--- src/hdl/onpd_pkg.sv ---
// shared constants, field widths and controller/datapath command types
// for the online nearest point distance core; no dependencies
package onpd_pkg;

    localparam int GRID_ROWS_DEF  = 64;
    localparam int GRID_COLS_DEF  = 64;
    localparam int MAX_RECENT_DEF = 64;

    localparam int COORD_W    = 6;
    localparam int DIST_OUT_W = 7;
    localparam int IVAL_W     = 7;
    localparam int PHASE_W    = 6;
    localparam logic [IVAL_W-1:0] IVAL_RESET = 7'd8;
    localparam logic [DIST_OUT_W-1:0] DIST_OUT_MAX = 7'd127;

    localparam int S_TDATA_W = 16;
    localparam int M_TDATA_W = 8;

    typedef struct packed {
        logic load;
        logic rd_cur;
        logic take_grid;
        logic scan;
        logic put;
        logic sweep_start;
        logic sweep;
        logic src_rd;
        logic src_grid;
        logic src_chk;
        logic pop;
        logic pop_data;
        logic nb;
        logic add_recent;
        logic finish;
    } onpd_cmd_t;

    typedef struct packed {
        logic first;
        logic scan_done;
        logic out_free;
        logic need_rebuild;
        logic sweep_done;
        logic src_last;
        logic q_nonempty;
        logic nb_done;
    } onpd_status_t;

endpackage

--- src/hdl/onpd_ctrl.sv ---
// controller state machine of the nearest point distance core
// depends on onpd_pkg for the command and status structs
module onpd_ctrl (
    input  logic                   aclk,
    input  logic                   aresetn,
    input  logic                   s_tvalid,
    output logic                   s_tready,
    input  onpd_pkg::onpd_status_t status,
    output onpd_pkg::onpd_cmd_t    cmd
);
    import onpd_pkg::*;

    localparam logic [3:0] ST_IDLE   = 4'd0;
    localparam logic [3:0] ST_LOOK   = 4'd1;
    localparam logic [3:0] ST_GRIDD  = 4'd2;
    localparam logic [3:0] ST_SCAN   = 4'd3;
    localparam logic [3:0] ST_OUT    = 4'd4;
    localparam logic [3:0] ST_DECIDE = 4'd5;
    localparam logic [3:0] ST_SWEEP  = 4'd6;
    localparam logic [3:0] ST_SRC_R  = 4'd7;
    localparam logic [3:0] ST_SRC_G  = 4'd8;
    localparam logic [3:0] ST_SRC_C  = 4'd9;
    localparam logic [3:0] ST_POP    = 4'd10;
    localparam logic [3:0] ST_POPD   = 4'd11;
    localparam logic [3:0] ST_NB     = 4'd12;

    logic [3:0] state_reg, state_next;

    assign s_tready = (state_reg == ST_IDLE);

    always_comb begin
        state_next = state_reg;
        cmd = '0;
        case (state_reg)
            ST_IDLE: begin
                if (s_tvalid) begin
                    cmd.load = 1'b1;
                    state_next = ST_LOOK;
                end
            end
            ST_LOOK: begin
                if (status.first) begin
                    state_next = ST_DECIDE;
                end else begin
                    cmd.rd_cur = 1'b1;
                    state_next = ST_GRIDD;
                end
            end
            ST_GRIDD: begin
                cmd.take_grid = 1'b1;
                state_next = ST_SCAN;
            end
            ST_SCAN: begin
                cmd.scan = 1'b1;
                if (status.scan_done) state_next = ST_OUT;
            end
            ST_OUT: begin
                if (status.out_free) begin
                    cmd.put = 1'b1;
                    state_next = ST_DECIDE;
                end
            end
            ST_DECIDE: begin
                if (status.need_rebuild) begin
                    cmd.sweep_start = 1'b1;
                    state_next = ST_SWEEP;
                end else begin
                    cmd.add_recent = 1'b1;
                    cmd.finish = 1'b1;
                    state_next = ST_IDLE;
                end
            end
            ST_SWEEP: begin
                cmd.sweep = 1'b1;
                if (status.sweep_done) state_next = ST_SRC_R;
            end
            ST_SRC_R: begin
                cmd.src_rd = 1'b1;
                state_next = ST_SRC_G;
            end
            ST_SRC_G: begin
                cmd.src_grid = 1'b1;
                state_next = ST_SRC_C;
            end
            ST_SRC_C: begin
                cmd.src_chk = 1'b1;
                state_next = status.src_last ? ST_POP : ST_SRC_R;
            end
            ST_POP: begin
                if (status.q_nonempty) begin
                    cmd.pop = 1'b1;
                    state_next = ST_POPD;
                end else begin
                    cmd.finish = 1'b1;
                    state_next = ST_IDLE;
                end
            end
            ST_POPD: begin
                cmd.pop_data = 1'b1;
                state_next = ST_NB;
            end
            ST_NB: begin
                cmd.nb = 1'b1;
                if (status.nb_done) state_next = ST_POP;
            end
            default: begin
                state_next = ST_IDLE;
            end
        endcase
    end

    always_ff @(posedge aclk) begin
        if (!aresetn) begin
            state_reg <= ST_IDLE;
        end else begin
            state_reg <= state_next;
        end
    end

endmodule

--- config.mk ---
export PLATFORM = sky130hd
export DESIGN_NAME = onpd_ctrl
export DESIGN_NICKNAME = d
export VERILOG_FILES = /design/src/hdl/onpd_pkg.sv /design/src/hdl/onpd_ctrl.sv
export SDC_FILE = /design/constraint.sdc
export NUM_CORES = 1
export LEC_CHECK = 0
export ABC_AREA = 1
export BUFFER_PORTS_ARGS = -buffer_cell sky130_fd_sc_hd__buf_4
export CORE_AREA = 2 2 39 41
export CTS_CLUSTER_SIZE = 16
export DETAILED_ROUTE_END_ITERATION = 7
export DIE_AREA = 0 0 41 43
export GPL_TIMING_DRIVEN = 0
export PLACE_DENSITY = 0.66
export SLEW_MARGIN = 25
export SYNTH_ARGS = -nofsm -noshare
export SYNTH_HDL_FRONTEND = slang
export SYNTH_SLANG_ARGS = --single-unit
--- constraint.sdc ---
create_clock -name aclk -period 1.6 [get_ports aclk]
set_input_delay 0.32 -clock aclk [delete_from_list [all_inputs] [get_ports aclk]]
set_output_delay 0.32 -clock aclk [all_outputs]
set_load 0.005 [all_outputs]
-- Word-level counts from Yosys, hierarchy flattened
Index checks and enable logic that the tools add are counted.
- flip-flop bits (word level): 4
- bits of input ports: 11
- output and inout bits: 16
- equality and inequality tests: 17
- mux-type cells: 32
- reductions and logical operators: 2
- operators by type and width (operator ; count):
    $pmux W4 S13 ; 1
    $mux W4 ; 7
    $eq A4 B4 Y1 const B ; 5
    $mux W1 ; 20
    $eq A4 B3 Y1 const B ; 4
    $ne A2 B2 Y1 const B ; 5
    $eq A4 B2 Y1 const B ; 2
    $mux W3 ; 2
    $reduce_and A5 Y1 ; 1
    $eq A4 B1 Y1 const B ; 1
    $logic_not A4 Y1 ; 1
    $mux W2 ; 1
    $pmux W1 S2 ; 1

-- Depth between registers and ports, before layout
- depth after elaboration: 3
- mapped depth: 9
- gate-level depth less buffers: 9

-- Worst setup path after synthesis
Ideal clock, no wire load.
- path type: reg-to-output
- from: register state_reg[3]
- to: output cmd[0] (netlist name)
- arrival time: 0.905 ns
- data required time: 1.280 ns
- path slack: 0.375 ns
- stages on the path, launching flop included: 5
- cells stage by stage: dfxtp_1 inv_2 nor2_2 inv_2 o32ai_1
- RTL lines (element ; line ; source):
    from (decl) ; onpd_ctrl.sv:27 ; logic [3:0] state_reg, state_next;
    from (signal assigned) ; onpd_ctrl.sv:116 ; state_reg <= state_next;
    to (decl) ; onpd_ctrl.sv:9 ; output onpd_pkg::onpd_cmd_t cmd

==> results.toml <==
[final_layout]
stdcell_area_sq_um = 778
largest_reg_flops = 4
nFillCells = 151
diodes = 0
areaGrowthSynthToFinish_pct = 66.3
drive_above_1_share_pct = 38.1
layout.nets = 139

[placement]
port_buffers = 26
place_area_sq_um = 683
place_congestion = 0.817
hpwl_microns = 1070

[timing]
drv_slew = 0
period_share_pct = 96.1
fin_skew_ns = 0.00261
max_freq_mhz = 650
setup_viol = 0
max_slew_margin_pct = 86.7
fin_crit_ns = 1.54
worstMarginPinSlew_ns = 0.200
timing.hold.ws_ns = 0.365
hold_violations = 0

[drt]
vias_per_cell = 4.66
first_pass_iters = 4
wl_microns = 1370
ant_nets = 0
vias = 662
drc = 0
routedWlPerCell_microns = 9.62
drtIter0Drc = 11

[synthesis]
synth_top_area_cell = "nand2_1"
synth_warnings = 0
yosysTopAreaCellShare_pct = 19.3
syn_nets = 105
ys_types = 15
ys_ff_latch = 4
seq_area_frac_synth_pct = 17.1
synth_area_per_cell_sq_um = 4.98
netlist_instances = 94
ys_top_cells_by_area = "nand2_1 (19%), dfxtp_1 (17%), inv_1 (17%)"
syn_area_sq_um = 468

[critical_path]
crit_path_top_delay_cell = "dfxtp_1"
required_ns = 1.28
critPathCaptureType = "output pin"
worstPathArrival_ns = 1.22
crit_path_start_kind = "flop"
worstPathCellList = "buf_6 > inv_2 > nor2_4 > nand2_2 > o32ai_2 > buf_4"
crit_fanout = 7
critPathMaxStageDelay_ns = 0.31
critPathKind = "reg -> out"

[global_route]
grt_pass1_vias = 557
grt_pass1_wl_microns = 2220
gr-total-overflow = 0
antenna_found_initial = 0
grt.total_usage_pct = 18.2
grt_max_degree = 9

[cts]
clk_pin_slew_ns = 0.04
clock_path_buffers = 2
cts_root_buffer = "clkbuf_4"
clock-sinks = 4
clock_latency_ns = 0.23
hold_buffers = 0
htree_levels = 1
numCtsBuffers = 3
cts_tree = "yes"

[die]
die_w_microns = 41
core_area_sq_mm = 0.00138
initial_core_util_pct = 33.8
dieArea_sq_mm = 0.00176
die_h_microns = 43
ioPinCount = 27
rows = 14

[worst_hold_path]
hold_path_class = "in -> reg"

[power_and_ir_drop]
p_per_area_mw_per_mm2 = 1150
p_total_mw = 0.894
power_leakage_nw = 0.486
worst_ir_drop_vdd_v = 0.000650

[run_status]
outcome = "finished clean"

[flow_run]
max_cap_viol_count = 0
## where the power goes
part	total [mW]	leakage [nW]	internal, mW	switching (mW)
registers	0.171	0.0342	0.133	0.0376
clock network	0.122	0.0138	0.0837	0.0385
logic	0.602	0.438	0.260	0.342
## cell usage in the layout (no fill, tap or decap)
| cell type | instances |
|---|---|
| buf_6 | 1 |
| inv_2 | 4 |
| dfxtp_1 | 1 |
| a21oi_1 | 4 |
| clkbuf_4 | 3 |
| nor2_1 | 16 |
| nand4_1 | 1 |
| nand3_2 | 1 |
| nand2_1 | 23 |
| o32ai_2 | 1 |
| nor2_4 | 5 |
| o21ai_1 | 1 |
| nand3_1 | 9 |
| buf_4 | 29 |
| dfxtp_4 | 1 |
| o21ai_0 | 1 |
| a22oi_1 | 1 |
| dfxtp_2 | 2 |
| nor3_1 | 2 |
| nand2_2 | 1 |
| inv_1 | 19 |
## synth_stat cells
master,instances
inv_2,2
buf_4,1
nand4_1,1
nor2_1,16
dfxtp_1,4
o21ai_1,1
nand2_1,24
o32ai_1,1
o21ai_0,1
inv_1,21
nor2_2,5
a22oi_1,1
nand3_1,10
a21oi_1,4
nor3_1,2
## timing repair
| action | 4_1_cts | 5_1_grt |
|---|---|---|
| setup buffers | 0 | 3 |
| pin swaps | 0 | 3 |
| gates resized for setup | 1 | 14 |
| gates cloned | 0 | 0 |
| endpoints found under the setup margin | 2 | 11 |
## final timing paths
check,cells after the start,from,slack (ns),end
min,3,aresetn,0.36,state_reg[0]
max reg2reg,10,state_reg[2],0.29,state_reg[1]
min reg2reg,2,state_reg[1],0.53,state_reg[1]
max,6,state_reg[2],0.06,cmd[0]
## worst max-delay path: cells and delay by family (launching register included)
| family | cells | cell delay (ns) |
|---|---|---|
| AO/OA/AOI/OAI | 1 | 0.10 |
| buffers and inverters | 3 | 0.35 |
| flip-flops | 1 | 0.31 |
| AND/OR/NAND/NOR | 2 | 0.23 |
## per-stage QoR
stage,worst slack (ns),util [%],cells,setup TNS (ns)
floorplan,0.375,-,94,0
global placement,0.188,49.4,136,0
detailed placement,0.200,49.4,136,0
CTS,-0.0298,51.1,139,-0.0573
global route,-0.00730,56.2,142,-0.00730
finish,0.0616,56.2,142,0
## routing by layer
metal | GRT usage [%] | part of all wire (%)
met1 | 23.5 | 44
met2 | 27.2 | 51
met3 | 6.28 | 5.1
met4 | 6.00 | 0
met5 | 0 | 0
## cell families after synthesis
group / after synthesis / share of synthesized area (%)
buffers and inverters: 24 / 20.1
and+or+nand+nor: 58 / 52.9
AOI/OAI and AO/OA: 8 / 9.89
DFF: 4 / 17.1
## area by class of cell
| class | count | area [sq um] | area share, % |
|---|---|---|---|
| multi-input combinational | 66 | 334 | 42.9 |
| buffer | 1 | 11.3 | 1.45 |
| timing repair buffer | 29 | 218 | 28.0 |
| tap | 16 | 20.0 | 2.57 |
| inverter | 23 | 86.3 | 11.1 |
| sequential | 4 | 86.3 | 11.1 |
| clock buffer | 3 | 22.5 | 2.89 |
Note: power is estimated with default switching activity, not from simulation.
